$ cat src/rtl/assert_macros.svh
// assertion macros used by the top-level rtl file
// no dependencies; included by files that carry concurrent assertions
`ifndef ASSERT_MACROS_SVH
`define ASSERT_MACROS_SVH

// same-cycle implication, disabled during reset
`define ASSERT_IMPLIES(label, clk, rst_n, ante, cons) \
    label: assert property (@(posedge clk) disable iff (!rst_n) (ante) |-> (cons)) \
        else $error("assertion failed: same-cycle implication");

// next-cycle implication, disabled during reset
`define ASSERT_NEXT(label, clk, rst_n, ante, cons) \
    label: assert property (@(posedge clk) disable iff (!rst_n) (ante) |=> (cons)) \
        else $error("assertion failed: next-cycle implication");

`endif

$ cat src/rtl/swer_pkg.sv
// types and constants of the sliding window event rate block
// no dependencies; used by the interfaces and all modules
`timescale 1ns / 1ps

package swer_pkg;

    localparam int TIME_W     = 64;
    localparam int CNT_W      = 32;
    localparam int WIN_W      = 32;
    localparam int SCALE_W    = 48;
    localparam int SCALE_LO_W = 24;
    localparam int PART_W     = CNT_W + SCALE_LO_W;
    localparam int PROD_W     = CNT_W + SCALE_W;
    localparam int RATE_W     = 64;
    localparam int CFG_IDX_W  = 2;
    localparam int CFG_DATA_W = 64;

    // configuration register indexes
    localparam logic [CFG_IDX_W-1:0] CFG_START_TIME    = 2'd0;
    localparam logic [CFG_IDX_W-1:0] CFG_STOP_TIME     = 2'd1;
    localparam logic [CFG_IDX_W-1:0] CFG_WINDOW_LENGTH = 2'd2;
    localparam logic [CFG_IDX_W-1:0] CFG_RATE_SCALE    = 2'd3;

    // configuration reset values
    localparam logic [TIME_W-1:0]  START_RESET  = '0;
    localparam logic [TIME_W-1:0]  STOP_RESET   = '1;
    localparam logic [WIN_W-1:0]   WIN_RESET    = 32'd1000000;
    localparam logic [SCALE_W-1:0] SCALE_RESET  = 48'd65536;

    localparam logic [CNT_W-1:0]   CNT_MAX      = '1;

    // per-cell command from the sequencer
    typedef struct packed {
        logic shift;
        logic load;
        logic bump;
    } cell_ctrl_t;

    // one result on its way into the rate unit
    typedef struct packed {
        logic [TIME_W-1:0] rel_time;
        logic [CNT_W-1:0]  count;
        logic              overflow;
        logic              last;
    } rate_req_t;

endpackage

$ cat src/rtl/swer_cell.sv
// one slot of the distinct-timestamp chain: time and multiplicity
// depends on swer_pkg; instantiated in a row by the top level
`timescale 1ns / 1ps

module swer_cell import swer_pkg::*; (
    input  logic              clk,
    input  cell_ctrl_t        ctrl,
    input  logic [TIME_W-1:0] up_time,
    input  logic [CNT_W-1:0]  up_mult,
    input  logic [TIME_W-1:0] load_time,
    output logic [TIME_W-1:0] slot_time,
    output logic [CNT_W-1:0]  slot_mult
);

    logic [TIME_W-1:0] time_reg;
    logic [CNT_W-1:0]  mult_reg;

    // pop moves the neighbor down, push writes the new tail, bump counts a repeat
    always_ff @(posedge clk)
    begin
        if (ctrl.shift)
        begin
            time_reg <= up_time;
            mult_reg <= up_mult;
        end
        else if (ctrl.load)
        begin
            time_reg <= load_time;
            mult_reg <= CNT_W'(1);
        end
        else if (ctrl.bump && (mult_reg != CNT_MAX))
        begin
            mult_reg <= mult_reg + CNT_W'(1);
        end
    end

    assign slot_time = time_reg;
    assign slot_mult = mult_reg;

endmodule

$ cat config.mk
export PLATFORM = sky130hd
export DESIGN_NAME = swer_cell
export DESIGN_NICKNAME = d
export VERILOG_FILES = /design/src/rtl/assert_macros.svh /design/src/rtl/swer_pkg.sv /design/src/rtl/swer_cell.sv
export SDC_FILE = /design/constraint.sdc
export NUM_CORES = 1
export LEC_CHECK = 0
export BUFFER_PORTS_ARGS = -buffer_cell sky130_fd_sc_hd__buf_2
export CORE_MARGIN = 5
export CORE_UTILIZATION = 49
export CTS_CLUSTER_DIAMETER = 80
export DETAILED_ROUTE_END_ITERATION = 12
export PLACE_DENSITY_LB_ADDON = 0.05
export SYNTH_ARGS = -nofsm -noshare
export SYNTH_HDL_FRONTEND = slang
export SYNTH_SLANG_ARGS = --single-unit
$ cat constraint.sdc
create_clock -name clk -period 6.5 [get_ports clk]
set_input_delay 0.975 -clock clk [delete_from_list [all_inputs] [get_ports clk]]
set_output_delay 0.975 -clock clk [all_outputs]
set_load 0.03 [all_outputs]
-- Word level (Yosys, flattened, before mapping)
Cells that the tools add are included.
- flip-flop bits (word level): 96
- output and inout port bits: 96
- $add $sub $neg: 1
- equal/unequal tests: 1
- muxes and demuxes: 5
- reductions and logical operators: 3
- operators by type and width (operator ; number):
    $mux W64 ; 2
    $mux W32 ; 3
    $add A32 B1 Y32 const B ; 1
    $ne A32 B32 Y1 const B ; 1
    $reduce_bool A3 Y1 ; 1
    $reduce_bool A2 Y1 ; 1
    $logic_and A1 B1 Y1 ; 1

-- Logic depth before layout (Yosys ltp)
Gate-level depths: netlist of run 1.
- depth in word-level cells: 5
- gate-level depth with buffers: 7
- gate-level depth less buffers: 5

-- Worst setup path before layout of run 1
No wires, ideal clock.
- path kind: input-to-reg
- start point: input port ctrl[2] (netlist bit)
- end point: register mult_reg[0] (netlist: slot_mult[0]) (enable)
- setup time: 388 ps
- arrival time: 4255 ps
- setup slack: 1857 ps
- stages on the path: 6
- buffers on the path: 3
- cells stage by stage: buf_2 -> nor2_2 -> inv_1 -> clkbuf_1 -> clkbuf_1 -> a21o_1
- longest elaborated chain between the ends: 1
- ends and longest elaborated chain (element ; line ; RTL):
    start, declared ; swer_cell.sv:7 ; input cell_ctrl_t ctrl,
    $reduce_bool A3 Y1 (no line) ; n/a ;
    end signal, assigned ; swer_cell.sv:24 ; mult_reg <= up_mult;
    end signal, assigned ; swer_cell.sv:33 ; mult_reg <= mult_reg + CNT_W'(1);
    end, declared ; swer_cell.sv:16 ; logic [CNT_W-1:0] mult_reg;
Every way passes these cells.
A chain may end at the register's enable or synchronous reset.

-- Worst setup path after layout of run 1
- start point: input port ctrl[2] (netlist bit)
- end point: register mult_reg[15] (netlist: slot_mult[15]) (data pin)
- longest elaborated chain between the ends: 1
- ends and longest elaborated chain (element ; line ; RTL):
    $mux W32 ; swer_cell.sv:21 ; if (ctrl.shift)
Every way passes these cells.

==> impl_metrics.toml, run 1 <==
[synthesis]
yosysSeqAreaShare_pct = 60.1
syn-num-nets = 520
netlist_top_cells_count = "edfxtp_1, mux2_2, nand2_1"
avgSynthCellArea_sq_um = 13.5
synth.most_common_cell = "edfxtp_1"
syn_area_sq_mm = 0.00479
synth_ff_type = "edfxtp_1"
synth-edff-count = 96
ys_types = 44
synth_area_leaders = "edfxtp_1, mux2_2, nand2_1"
synthCells = 355
synth-seq-cells = 96
yosysWarnings = 0
async_reset_ff_share_pct = 0
synth.top_cell.area_share_pct = 60.1
synth_area_leader_cell = "edfxtp_1"

[pwr]
internal_power_uw = 1100
seqPwrFrac_pct = 50.7
pwr-share-comb_pct = 22.1
clkPwrFrac_pct = 27.3
powerDensity_mw_per_mm2 = 247
leakage_uw = 0.00277
p_sw_share_pct = 30.2
vdd_ir_drop_max_mv = 0.156
netSwitchingPower_uw = 475

[setup_path]
end_kind = "flop"
ff2ff_path_depth = 6
crit_required_ns = 6.72
crit_fanout = 94
cp-start-kind = "input pin"
reg2reg_setup_slack_ns = 3.81
critPathArrivalTime_ns = 3.45
crit_type = "in -> reg"

[die]
start_util_pct = 49.7
coreArea_sq_mm = 0.00964
die_y_um = 109
placement_rows = 36
ios = 260
die_area_sq_mm = 0.0119
fp.dieW_um = 109

[global_route]
overflow = 0
grt_max_degree = 95
grt_pass1_vias = 3998
grt_usage_pct = 21.7
antenna_found_initial = 1
grt_pass1_wl_mm = 19.7

[clock_tree]
cts_tree = "yes"
clk_path_buf_depth = 2
cts_setup_buffers = 0
cts_resized = 0
clk_pin_slew_worst_paths_ns = 0.09
cts_sinks = 96
numCtsBuffers = 9
ctsHoldBuffers = 0
cts_htree_levels = 3
clk_latency_ns = 0.36
root_buffer = "clkbuf_8"

[routing]
wl_per_cell_um = 17.8
drt_iter0_markers = 181
vias_per_cell = 5.34
vias = 3964
totalWireLength_mm = 13.2
first_pass_iters = 4
route.detailed.drc = 0
ant_nets = 0

[sta]
rsz0062_at_grt = "no"
setup_viol = 0
worstMarginPinSlew_ns = 1.10
setup_ws_ns = 3.27
fin_skew_ns = 0.00868
period_needed_ns = 3.23
finalCritPeriodShare_pct = 49.7
hold_violations = 0
fmax_ghz = 0.310
max_slew_margin_pct = 26.3
slew_viol_final = 0
tns_ns = 0

[finish]
fin_nets = 770
area_growth_pct = 33.2
n_antenna_cell = 0
drive_gt1_share_pct = 57.3

[place]
place_ws_ns = 2.90
post-dp-hpwl_mm = 10.0
port-buffer-count = 259
place_congestion = 0.817

[run_status]
status = "completed"

[min_path]
whs_path_depth = 1
hp-class = "reg -> reg"

[job]
drv_cap = 0
layout by cell type (no fill, tap or decap), drive strengths merged, types with 9 or more instances in the layout:
master  count
o21ai      10
nor2       13
clkbuf      9
nand4      14
mux2       64
edfxtp     96
buf       262
nand3      19
o211ai     10
nand2      36
layer usage:
| metal | track usage [%] | part of all wire, % |
|---|---|---|
| met3 | 7.99 | 10 |
| met1 | 24.6 | 36 |
| met2 | 37.6 | 52 |
| met4 | 7.75 | 2.2 |
| met5 | 0 | 0.098 |
flip-flops by register name, summed over array words and instances (netlist names):
| name | cells |
|---|---|
| slot_mult | 32 |
| slot_time | 64 |
stage by stage:
stage          cell area [sq um]  hold WS (ns)  power (uW)  cells  utilization [%]
2_1_floorplan               4790         0.814        1030    355                -
3_3_place_gp                6170         0.661        1160    727             64.0
3_5_place_dp                6170         0.671        1160    727             64.0
4_1_cts                     6390         0.692        1590    742             66.3
5_1_grt                     6390         0.723        1640    742             66.3
6_report                    6390         0.685        1570    742             66.3
power groups by stage:
stage / sequential, uW / clock (uW) / combinational (uW)
after floorplan: 941 / 0 / 85.8
after global placement: 809 / 0 / 348
after detailed placement: 811 / 0 / 352
after CTS: 798 / 435 / 352
after global routing: 806 / 461 / 370
final: 798 / 430 / 347
cell families after synthesis:
group                      count (synthesis)  share of synthesized area, %
DFF                                       96                          60.1
AOI/OAI and AO/OA                         42                          6.71
muxes                                     64                          15.0
adders and majority gates                  1                         0.261
and+or+nand+nor                          115                          13.3
buffers and inverters                     26                          2.56
xor gates and xnor gates                  11                          2.01
area by class of cell:
class | instances | area (sq um)
clock inverter | 6 | 91.3
fill | 791 | 3250
multi-input combinational | 233 | 1790
clock buffer | 9 | 124
sequential | 96 | 2880
inverter | 3 | 12.5
timing repair buffer | 262 | 1320
tap | 133 | 166
critical path: stages:
cell and delay, ns:
buf_4 0.25, nor2_2 0.79, clkinv_2 0.14, buf_4 0.46, or4_1 0.63, nand3_1 0.09
path summary, 6_finish.rpt:
kind                                 endpoint    startpoint
worst max-delay path            slot_mult[15]       ctrl[2]
worst min-delay path             slot_mult[0]  slot_mult[0]
worst max register to register  slot_mult[28]  slot_mult[0]
worst min register to register   slot_mult[0]  slot_mult[0]
Note: power is estimated with default switching activity, not from simulation.
==> inputs of run 2 (changes only) <==
Settings changed: CORE_UTILIZATION 49 to 41.
Clock period 6.5 ns to 2.75 ns, I/O delays scaled along.
==> run 2 against run 1 <==
Against the previous run: non-clock buffer count rose by 6; routed wire length is 7.4% higher; die area increased by 18%; largest cell class unchanged; clock skew decreased by 0.0042 ns; highest routed layer is now met4; flip-flop and latch count stayed put; first-iteration DRC count increased by 5.0%; count of clock-buffer cells in the layout rose by 4.
==> impl_metrics.toml, run 2 (synthesized netlist as in run 1, its figures left out) <==
[routing]
ant_nets = 0
route.detailed.drc = 0
wl_per_cell_um = 18.7
vias_per_cell = 5.26
vias = 3994
drt_iter0_markers = 190
first_pass_iters = 4
totalWireLength_mm = 14.2

[clock_tree]
ctsHoldBuffers = 0
clk_latency_ns = 0.34
cts_sinks = 96
clk_path_buf_depth = 2
cts_resized = 0
cts_setup_buffers = 0
root_buffer = "clkbuf_16"
cts_tree = "yes"
numCtsBuffers = 9
cts_htree_levels = 3
clk_pin_slew_worst_paths_ns = 0.07

[sta]
fmax_ghz = 0.427
finalCritPeriodShare_pct = 85.2
max_slew_margin_pct = 47.2
setup_viol = 0
setup_ws_ns = 0.406
worstMarginPinSlew_ns = 0.792
hold_violations = 0
fin_skew_ns = 0.00448
slew_viol_final = 0
tns_ns = 0
period_needed_ns = 2.34
rsz0062_at_grt = "no"

[global_route]
antenna_found_initial = 0
grt_pass1_vias = 4174
overflow = 0
grt_usage_pct = 19.6
grt_pass1_wl_mm = 21.8
grt_max_degree = 42

[setup_path]
crit_fanout = 32
crit_type = "reg -> reg"
crit_required_ns = 2.71
end_kind = "flop"
reg2reg_setup_slack_ns = 0.41
cp-start-kind = "flop"
critPathArrivalTime_ns = 2.31

[finish]
fin_nets = 776
regArea_sq_mm = 0.00288
multi_input_area_sq_mm = 0.00179
fillers = 1011
final_cell_mix = "buf_2, edfxtp_1, mux2_2"
area_growth_pct = 35.9
drive_gt1_share_pct = 57.1
final_common_cell = "buf_2"
largest_reg_flops = 64
n_antenna_cell = 0
design_area_sq_mm = 0.00651

[run_status]
status = "completed"

[pwr]
powerDensity_mw_per_mm2 = 605
p_total_uw = 3940
vdd_ir_drop_max_mv = 0.308
leakage_uw = 0.00283
seqPwrFrac_pct = 47.6
netSwitchingPower_uw = 1150
p_sw_share_pct = 29.0
pwr-share-comb_pct = 21.5
clkPwrFrac_pct = 30.9
internal_power_uw = 2800

[die]
die_y_um = 118
coreArea_sq_mm = 0.0114
ios = 260
fp.dieW_um = 118
die_area_sq_mm = 0.0140
start_util_pct = 42.0
placement_rows = 39

[place]
port-buffer-count = 259
place_ws_ns = 0.418
post-dp-hpwl_mm = 10.9
postPlaceCellArea_sq_mm = 0.00623
place_congestion = 0.862

[job]
drv_cap = 0

[min_path]
hp-class = "in -> reg"
[run 2: changes by cell type in the layout (fill, tap and decap cells not counted), sizes merged]
cell,change
inv,-2
bufinv,-1
buf,+6
clkbuf,+4
[run 2: power by group through the flow]
stage	registers [uW]	logic [uW]	clock network [uW]
floorplan	2220	203	0
global placement	1900	848	0
detailed placement	1910	853	0
CTS	1880	858	1240
global route	1900	900	1300
finish	1880	846	1220
[run 2: area by class of cell]
class                           instances  share of cell area (%)
Timing Repair Buffer                  268                    21.0
Multi-Input combinational cell        233                    27.5
Tap cell                              143                    2.75
Sequential cell                        96                    44.3
Clock inverter                          3                   0.653
Inverter                                3                   0.192
Clock buffer                           13                    3.69
[run 2: final timing paths]
path / startpoint / cells past startpoint / to
setup / recovery: slot_mult[4] / 4 / slot_mult[29]
hold / removal: up_mult[19] / 3 / slot_mult[19]
setup reg to reg: slot_mult[4] / 4 / slot_mult[29]
hold reg to reg: slot_mult[0] / 1 / slot_mult[0]
[run 2: metal layers]
layer  track usage (%)  part of all wire, %
met5                 0                    0
met3              6.78                  9.5
met4              6.52                  1.8
met1              21.2                   36
met2              35.6                   53
[run 2: worst max-delay path, cell delays in order, from the launching register on]
cell and delay, ns:
edfxtp_1 0.49, and4_1 0.40, and3_1 0.30, nand4_1 0.11
a21o_2 0.66
[run 2: per-stage QoR]
stage | utilization (%) | std cells | hold WS (ns)
3_3_place_gp | 54.6 | 743 | 0.629
3_5_place_dp | 54.6 | 743 | 0.652
6_report | 57.0 | 759 | 0.351
5_1_grt | 57.0 | 759 | 0.364
4_1_cts | 57.0 | 759 | 0.343
2_1_floorplan | - | 355 | 0.602
