## src/rtl/assert_macros.svh

```systemverilog
// assertion macros used by the top-level rtl file
// no dependencies; included by files that carry concurrent assertions
`ifndef ASSERT_MACROS_SVH
`define ASSERT_MACROS_SVH

// same-cycle implication, disabled during reset
`define ASSERT_IMPLIES(label, clk, rst_n, ante, cons) \
    label: assert property (@(posedge clk) disable iff (!rst_n) (ante) |-> (cons)) \
        else $error("assertion failed: same-cycle implication");

// next-cycle implication, disabled during reset
`define ASSERT_NEXT(label, clk, rst_n, ante, cons) \
    label: assert property (@(posedge clk) disable iff (!rst_n) (ante) |=> (cons)) \
        else $error("assertion failed: next-cycle implication");

`endif

```

## src/rtl/swer_pkg.sv

```systemverilog
// types and constants of the sliding window event rate block
// no dependencies; used by the interfaces and all modules
`timescale 1ns / 1ps

package swer_pkg;

    localparam int TIME_W     = 64;
    localparam int CNT_W      = 32;
    localparam int WIN_W      = 32;
    localparam int SCALE_W    = 48;
    localparam int SCALE_LO_W = 24;
    localparam int PART_W     = CNT_W + SCALE_LO_W;
    localparam int PROD_W     = CNT_W + SCALE_W;
    localparam int RATE_W     = 64;
    localparam int CFG_IDX_W  = 2;
    localparam int CFG_DATA_W = 64;

    // configuration register indexes
    localparam logic [CFG_IDX_W-1:0] CFG_START_TIME    = 2'd0;
    localparam logic [CFG_IDX_W-1:0] CFG_STOP_TIME     = 2'd1;
    localparam logic [CFG_IDX_W-1:0] CFG_WINDOW_LENGTH = 2'd2;
    localparam logic [CFG_IDX_W-1:0] CFG_RATE_SCALE    = 2'd3;

    // configuration reset values
    localparam logic [TIME_W-1:0]  START_RESET  = '0;
    localparam logic [TIME_W-1:0]  STOP_RESET   = '1;
    localparam logic [WIN_W-1:0]   WIN_RESET    = 32'd1000000;
    localparam logic [SCALE_W-1:0] SCALE_RESET  = 48'd65536;

    localparam logic [CNT_W-1:0]   CNT_MAX      = '1;

    // per-cell command from the sequencer
    typedef struct packed {
        logic shift;
        logic load;
        logic bump;
    } cell_ctrl_t;

    // one result on its way into the rate unit
    typedef struct packed {
        logic [TIME_W-1:0] rel_time;
        logic [CNT_W-1:0]  count;
        logic              overflow;
        logic              last;
    } rate_req_t;

endpackage

```

## src/rtl/swer_if.sv

```systemverilog


interface swer_rate_if import swer_pkg::*; ();
    logic              valid;
    logic              ready;
    logic [TIME_W-1:0] rate_time;
    logic [CNT_W-1:0]  event_count;
    logic [RATE_W-1:0] rate_value;
    logic              last_of_run;
    logic              overflow_seen;

    modport source (output valid, output rate_time, output event_count,
                    output rate_value, output last_of_run, output overflow_seen,
                    input ready);
    modport sink   (input valid, input rate_time, input event_count,
                    input rate_value, input last_of_run, input overflow_seen,
                    output ready);
endinterface


```

## src/rtl/swer_rate.sv

```systemverilog
// rate unit: count times scale in two partial products, then output register
// depends on swer_pkg and swer_rate_if; instantiated by the top level
`timescale 1ns / 1ps

module swer_rate import swer_pkg::*; (
    input  logic               clk,
    input  logic               rst_n,
    input  logic               req_valid,
    input  rate_req_t          req,
    output logic               req_ready,
    input  logic [TIME_W-1:0]  origin,
    input  logic [SCALE_W-1:0] scale,
    swer_rate_if.source        rates
);

    logic              s1_valid_reg;
    logic [TIME_W-1:0] s1_time_reg;
    logic [PART_W-1:0] s1_plo_reg;
    logic [PART_W-1:0] s1_phi_reg;
    logic [CNT_W-1:0]  s1_cnt_reg;
    logic              s1_ovf_reg;
    logic              s1_last_reg;

    logic              out_valid_reg;
    logic [TIME_W-1:0] out_time_reg;
    logic [CNT_W-1:0]  out_cnt_reg;
    logic [RATE_W-1:0] out_rate_reg;
    logic              out_last_reg;
    logic              out_ovf_reg;

    logic              s1_adv;
    logic [PART_W-1:0] plo_next;
    logic [PART_W-1:0] phi_next;
    logic [PROD_W-1:0] prod;
    logic [RATE_W-1:0] rate_next;

    // handshake between the stages
    assign s1_adv    = !out_valid_reg || rates.ready;
    assign req_ready = !s1_valid_reg || s1_adv;

    // partial products on the low and high halves of the scale
    assign plo_next = PART_W'(req.count) * PART_W'(scale[SCALE_LO_W-1:0]);
    assign phi_next = PART_W'(req.count) * PART_W'(scale[SCALE_W-1:SCALE_LO_W]);

    // recombine and saturate at all ones
    assign prod      = {s1_phi_reg, {SCALE_LO_W{1'b0}}} + PROD_W'(s1_plo_reg);
    assign rate_next = (prod[PROD_W-1:RATE_W] != '0) ? '1 : prod[RATE_W-1:0];

    // stage valid bits
    always_ff @(posedge clk or negedge rst_n)
    begin
        if (!rst_n)
        begin
            s1_valid_reg  <= 1'b0;
            out_valid_reg <= 1'b0;
        end
        else
        begin
            if (req_ready)
            begin
                s1_valid_reg <= req_valid;
            end
            if (s1_adv)
            begin
                out_valid_reg <= s1_valid_reg;
            end
        end
    end

    // stage payloads
    always_ff @(posedge clk)
    begin
        if (req_valid && req_ready)
        begin
            s1_time_reg <= req.rel_time + origin;
            s1_plo_reg  <= plo_next;
            s1_phi_reg  <= phi_next;
            s1_cnt_reg  <= req.count;
            s1_ovf_reg  <= req.overflow;
            s1_last_reg <= req.last;
        end
        if (s1_valid_reg && s1_adv)
        begin
            out_time_reg <= s1_time_reg;
            out_cnt_reg  <= s1_cnt_reg;
            out_rate_reg <= rate_next;
            out_last_reg <= s1_last_reg;
            out_ovf_reg  <= s1_ovf_reg;
        end
    end

    assign rates.valid         = out_valid_reg;
    assign rates.rate_time     = out_time_reg;
    assign rates.event_count   = out_cnt_reg;
    assign rates.rate_value    = out_rate_reg;
    assign rates.last_of_run   = out_last_reg;
    assign rates.overflow_seen = out_ovf_reg;

endmodule

```

## src/flat_wrapper.sv

```systemverilog
// flat-port wrapper written by rule: the top's interface ports become plain ports
module swer_rate_flat import swer_pkg::*;
  (clk, rst_n, req_valid, req, req_ready, origin, scale, rates_valid, rates_rate_time, rates_event_count, rates_rate_value, rates_last_of_run, rates_overflow_seen, rates_ready);
  swer_rate_if rates_i ();
  input  logic clk;
  input  logic rst_n;
  input  logic req_valid;
  input  rate_req_t req;
  output logic req_ready;
  input  logic [TIME_W-1:0] origin;
  input  logic [SCALE_W-1:0] scale;
  output wire logic [$bits(rates_i.valid)-1:0] rates_valid;
  output wire logic [$bits(rates_i.rate_time)-1:0] rates_rate_time;
  output wire logic [$bits(rates_i.event_count)-1:0] rates_event_count;
  output wire logic [$bits(rates_i.rate_value)-1:0] rates_rate_value;
  output wire logic [$bits(rates_i.last_of_run)-1:0] rates_last_of_run;
  output wire logic [$bits(rates_i.overflow_seen)-1:0] rates_overflow_seen;
  input wire logic [$bits(rates_i.ready)-1:0] rates_ready;
  assign rates_valid = rates_i.valid;
  assign rates_rate_time = rates_i.rate_time;
  assign rates_event_count = rates_i.event_count;
  assign rates_rate_value = rates_i.rate_value;
  assign rates_last_of_run = rates_i.last_of_run;
  assign rates_overflow_seen = rates_i.overflow_seen;
  assign rates_i.ready = rates_ready;
  swer_rate u_core (.clk(clk), .rst_n(rst_n), .req_valid(req_valid), .req(req), .req_ready(req_ready), .origin(origin), .scale(scale), .rates(rates_i));
endmodule
```

## config.mk

```make
export PLATFORM = sky130hd
export DESIGN_NAME = swer_rate_flat
export DESIGN_NICKNAME = d
export VERILOG_FILES = /design/src/rtl/assert_macros.svh /design/src/rtl/swer_pkg.sv /design/src/rtl/swer_if.sv /design/src/rtl/swer_rate.sv /design/src/flat_wrapper.sv
export SDC_FILE = /design/constraint.sdc
export NUM_CORES = 2
export LEC_CHECK = 0
export ABC_CLOCK_PERIOD_IN_PS = 6650
export BUFFER_PORTS_ARGS = -buffer_cell sky130_fd_sc_hd__buf_4
export CORE_UTILIZATION = 40
export CTS_BUF_LIST = sky130_fd_sc_hd__clkbuf_4
export DETAILED_ROUTE_END_ITERATION = 7
export MAX_ROUTING_LAYER = met4
export SYNTH_ARGS = -nofsm -noshare
export SYNTH_HDL_FRONTEND = slang
export SYNTH_SLANG_ARGS = --single-unit
export TNS_END_PERCENT = 100
```

## constraint.sdc

```tcl
create_clock -name clk -period 6.65 [get_ports clk]
set_input_delay 0.665 -clock clk [delete_from_list [all_inputs] [get_ports clk]]
set_output_delay 0.665 -clock clk [all_outputs]
set_load 0.005 [all_outputs]
```

# Word level (Yosys, flattened, before mapping)
# Index checks and enable logic that the tools add are counted.
dict set report word_totals {
  register_bits 374
  out_inout_bits 164
  wordCells 24
}
dict set report op_classes {
  addsub 2
  mul 2
  n_reduce_logical 7
}
# cell count
set ops {}
lappend ops {{$mul A32 B24 Y56} 2}
lappend ops {{$add A80 B56 Y80} 1}
lappend ops {{$add A64 B64 Y64} 1}
lappend ops {{$reduce_bool A16 Y1} 1}
lappend ops {{$logic_and A1 B1 Y1} 2}
lappend ops {{$logic_not A1 Y1} 2}
lappend ops {{$logic_or A1 B1 Y1} 2}

# Longest topological paths before layout
dict set report depth {
  ltp_word 4
  mapped_depth 28
  depth_no_buf 26
}

# Least setup slack after synthesis
# Ideal clock, no wire load.
dict set report synth_path {
  path_kind {input -> register}
  start {in req[29] (netlist name)}
  end {reg u_core.s1_phi_reg[55] (data pin)}
  setup_ps 266
  t_arrival_ps 7328
  path_slack_ps -944
  cell_stages 26
  n_path_buf 2
  path_cell_list {clkbuf_1 clkbuf_1 nand2_1 fa_1 inv_1 fa_1 inv_1 fa_1 fa_1 inv_1 fa_1 fa_1 inv_1 fa_1 inv_1 ha_1 a21o_1 a21o_1 a2111oi_0 nor3_1 a221o_1 a31o_2 a41oi_1 o31ai_1 mux2i_1 nand4_1}
}
dict set report synth_via {
  elab_chain_len 1
}
# element line_no
set synth_rtl {}
lappend synth_rtl {{from (decl)} flat_wrapper.sv:8} ;# input rate_req_t req;
lappend synth_rtl {{$mul A32 B24 Y56} swer_rate.sv:43} ;# assign phi_next = PART_W'(req.count) * PART_W'(scale[SCALE_W-1:SCALE_LO_W]);
lappend synth_rtl {{named net u_core.phi_next[55]} swer_rate.sv:33} ;# logic [PART_W-1:0] phi_next;
lappend synth_rtl {{to (signal assigned)} swer_rate.sv:77} ;# s1_phi_reg <= phi_next;
lappend synth_rtl {{to (decl)} swer_rate.sv:19} ;# logic [PART_W-1:0] s1_phi_reg;
# The timed path passes the listed nets, and every way through them passes these cells.
# A chain may end at the register's enable or synchronous reset.

# Worst setup path in the final report
dict set report layout_path {
  start {in req[16] (netlist name)}
  end {reg u_core.s1_phi_reg[47] (data pin)}
}
# The elaborated chain is that of the path after synthesis.

==> reports/qor.txt <==
critical path start-end classification: input port to flip-flop
DP Area: 77800 µm²
first-pass GRT wire length: 314000 µm
initial antenna violation count: 16
final net count: 9898
final instance area: 80600 µm²
Worst-path clk slew: 0.06 ns
Seq cells post-synth: 374
CP endpoint kind: flip-flop
final WL: 203000 µm
Mapped Avg Cell Area: 9.59 µm²
drt pass-1 iters: 6
DP Worst Slack: -1.21 ns
family with the most delay on the worst path: adder cells
Seq/Total Area, Yosys: 16.6%
top cells by area, synth: fa_1 39%, edfxtp_1 17%, ha_1 8.5%, inv_1 8.3%, and2_1 7.5%
Setup crit end: u_core.s1_phi_reg[47]
top-area cell type share of the netlist area: 39.1%
clock latency on the worst-skew pair: 1.10 ns
antenna viol nets, final: 0
predominant post-synthesis flop cell: edfxtp_1
CTS root buffer: clkbuf_4
RSZ-0062 raised after global routing: true
crit path from: req[16]
CTS buffer count: 111
fin. max-slew vios: 0
Post-synth EDFFs: 372
Min-Delay Path Class: input port to flip-flop
Iter 0 DRT Violations: 3288
setup TNS: 0 ns
Max Buffers Root-to-Sink: 3
fin crit period: 6.63 ns
routed wire length per instance: 19.9 µm
Req. time, crit path: 7.42 ns
Worst slew margin: 41.7%
Final period util: 99.7%
CTS Sinks: 374
die height: 413 µm
R2R Setup Slk: 2.14 ns
post-synth cell types: 87
Final Hold Fails: 0
total core area: 167000 µm²
critical path depth: 28
Tot GR Track Use: 24.8%
r2r startpoint: u_core.s1_plo_reg[24]
vias in the first global route: 55200
number of cell rows: 150
area added between synthesis and finish: 19.4%
CP Data Arrival Time: 7.39 ns
fraction of layout cells with a size suffix above 1: 17.2%
synthesized area: 67500 µm²
DRC: 0
Worst path slowest cell: fa_1
slew of the pin with the lowest slew margin: 0.868 ns
Max Clock Skew: 0.123 ns
Most common cell on crit path: fa_1
max-cap violation count: 0
Async SR Flop Fraction: 0.535%
Max FO, Critical Path: 8
HPWL after DPL: 168000 µm
CP max stage delay: 0.56 ns
pin count of the biggest net entering global routing: 103
io pins: 378
CP startpoint kind: input port
via count: 51700
Reg2Reg Depth: 14
total grt overflow: 0
Final WS setup: 0.0224 ns
Placer Congestion: 0.953
RR Endpoint: u_core.rates.rate_value[23]
CTS tree: done
fmax: 0.151 GHz
cell count after synthesis: 7039
Syn. warnings: 0
fin cells: 10200
Post-Place Cells: 9903
H-tree levels: 3
status: finished clean
final setup vio count: 0
Synth Net Count: 9030
vias per std cell: 5.06
Die W: 413 µm
critical path buffer and inverter count: 11
Port Buffers: 377
Synth area leader: fa_1
die area: 170000 µm²
Initial Util: 40.3%
[layout by cell type (no fill, tap or decap), types with 10 or more instances in the layout]
cell           count
edfxtp_1         372
and3_1            27
xnor2_1          123
xor2_1            74
a21oi_2           17
and2_4            11
o211ai_1          16
a21o_1            99
or3_1             12
nand3b_1          28
o21ai_0           92
dlygate4sd3_1     78
buf_12            58
and2_1           793
nor2b_1           22
o21ai_1           15
a21oi_1          209
clkinv_2          10
nor3_1            27
nand3_2           11
buf_6             26
o31ai_1           11
nor2_1           123
fa_2              25
clkinv_1          29
buf_4            955
o21bai_1          41
nand2b_1          26
a211oi_1          16
diode_2           14
a31oi_1           18
nand2_1          893
inv_1           1479
nand3_1           84
clkbuf_4         151
ha_1             436
nand4_1           42
fa_1            1293
o21a_1            21
ha_4              23
[layer usage]
| layer | global-route usage (%) | vias up | wire length, µm |
|---|---|---|---|
| met4 | 9.06 | 0 | 7360 |
| met3 | 3.48 | 336 | 11400 |
| met1 | 30.7 | 26400 | 83700 |
| met5 | - | - | 0 |
| li1 | - | 23300 | - |
| met2 | 41.1 | 1608 | 100000 |
[worst register-to-register path, cell delays in order, from the launching register on]
cell and delay [ns]:
edfxtp_1 0.39, ha_1 0.18, inv_1 0.06, fa_1 0.39, and2b_1 0.21, o21ai_1 0.07
a21o_1 0.22, a32oi_4 0.46, a41oi_4 0.24, o31ai_4 0.44, or2_0 0.35, nand4_1 0.21
a211oi_4 0.34, buf_12 0.28, nand3b_1 0.37
[worst min-delay path by stage]
| stage | endpoint | cells past startpoint | startpoint | slack [ns] |
|---|---|---|---|---|
| 2_1_floorplan | u_core.rates.valid | 0 | rst_n | 0.37 |
| 3_3_place_gp | u_core.rates.rate_time[18] | 0 | u_core.s1_time_reg[18] | 0.40 |
| 3_5_place_dp | u_core.rates.rate_time[3] | 0 | u_core.s1_time_reg[3] | 0.40 |
| 4_1_cts | u_core.s1_time_reg[62] | 3 | origin[62] | 0.002 |
| 5_1_grt | u_core.s1_cnt_reg[7] | 2 | req[9] | -0.01 |
| 6_report | u_core.s1_cnt_reg[7] | 2 | req[9] | 0.07 |
[cell type report]
type / count / area [µm²]
Inverter: 1487 / 5580
Clock inverter: 46 / 250
Tap cell: 2204 / 2760
Fill cell: 15800 / 86800
Timing Repair Buffer: 1125 / 9560
Multi-Input combinational cell: 4808 / 50000
Sequential cell: 374 / 11200
Clock buffer: 151 / 1130
Antenna cell: 14 / 35.0
[cells in the mapped netlist, types with 15 or more instances]
| master | number |
|---|---|
| o31ai_1 | 15 |
| nand2_1 | 898 |
| nand4_1 | 42 |
| ha_1 | 459 |
| and2_1 | 804 |
| and3_1 | 30 |
| a21o_1 | 99 |
| edfxtp_1 | 372 |
| a211oi_1 | 20 |
| nor2_1 | 125 |
| o21ai_0 | 105 |
| nand3b_1 | 28 |
| a21oi_1 | 227 |
| fa_1 | 1318 |
| a31oi_1 | 21 |
| nand3_1 | 87 |
| nand2b_1 | 27 |
| o211ai_1 | 16 |
| xnor2_1 | 123 |
| clkbuf_1 | 348 |
| xor2_1 | 74 |
| o21a_1 | 21 |
| nor2b_1 | 22 |
| o21bai_1 | 41 |
| inv_1 | 1487 |
| nor3_1 | 29 |
[cell families after synthesis]
kind of cell	share of synthesized area [%]
and+or+nand+nor	16.0
buffers and inverters	10.4
adders and majority gates	47.6
AOI/OAI and AO/OA	6.63
DFF	16.6
xor gates and xnor gates	2.56
muxes	0.145
[per-stage QoR]
| step | util (%) | hold slack [ns] |
|---|---|---|
| final | 48.1 | 0.0726 |
| after global routing | 48.1 | -0.0142 |
| after CTS | 47.8 | 0.00206 |
| after detailed placement | 46.5 | 0.405 |
| after global placement | 46.5 | 0.400 |
| after floorplan | - | 0.369 |
[repair_timing]
action | CTS | global route
endpoints found under the hold margin | 43 | 1
setup buffers | 0 | 16
gates resized for setup | 0 | 99
endpoints found under the setup margin | 0 | 26
hold buffers | 77 | 1
Power is left out: the tool's default activity adds up to more than one toggle a clock period on the data nets, which glitch-free logic cannot reach.
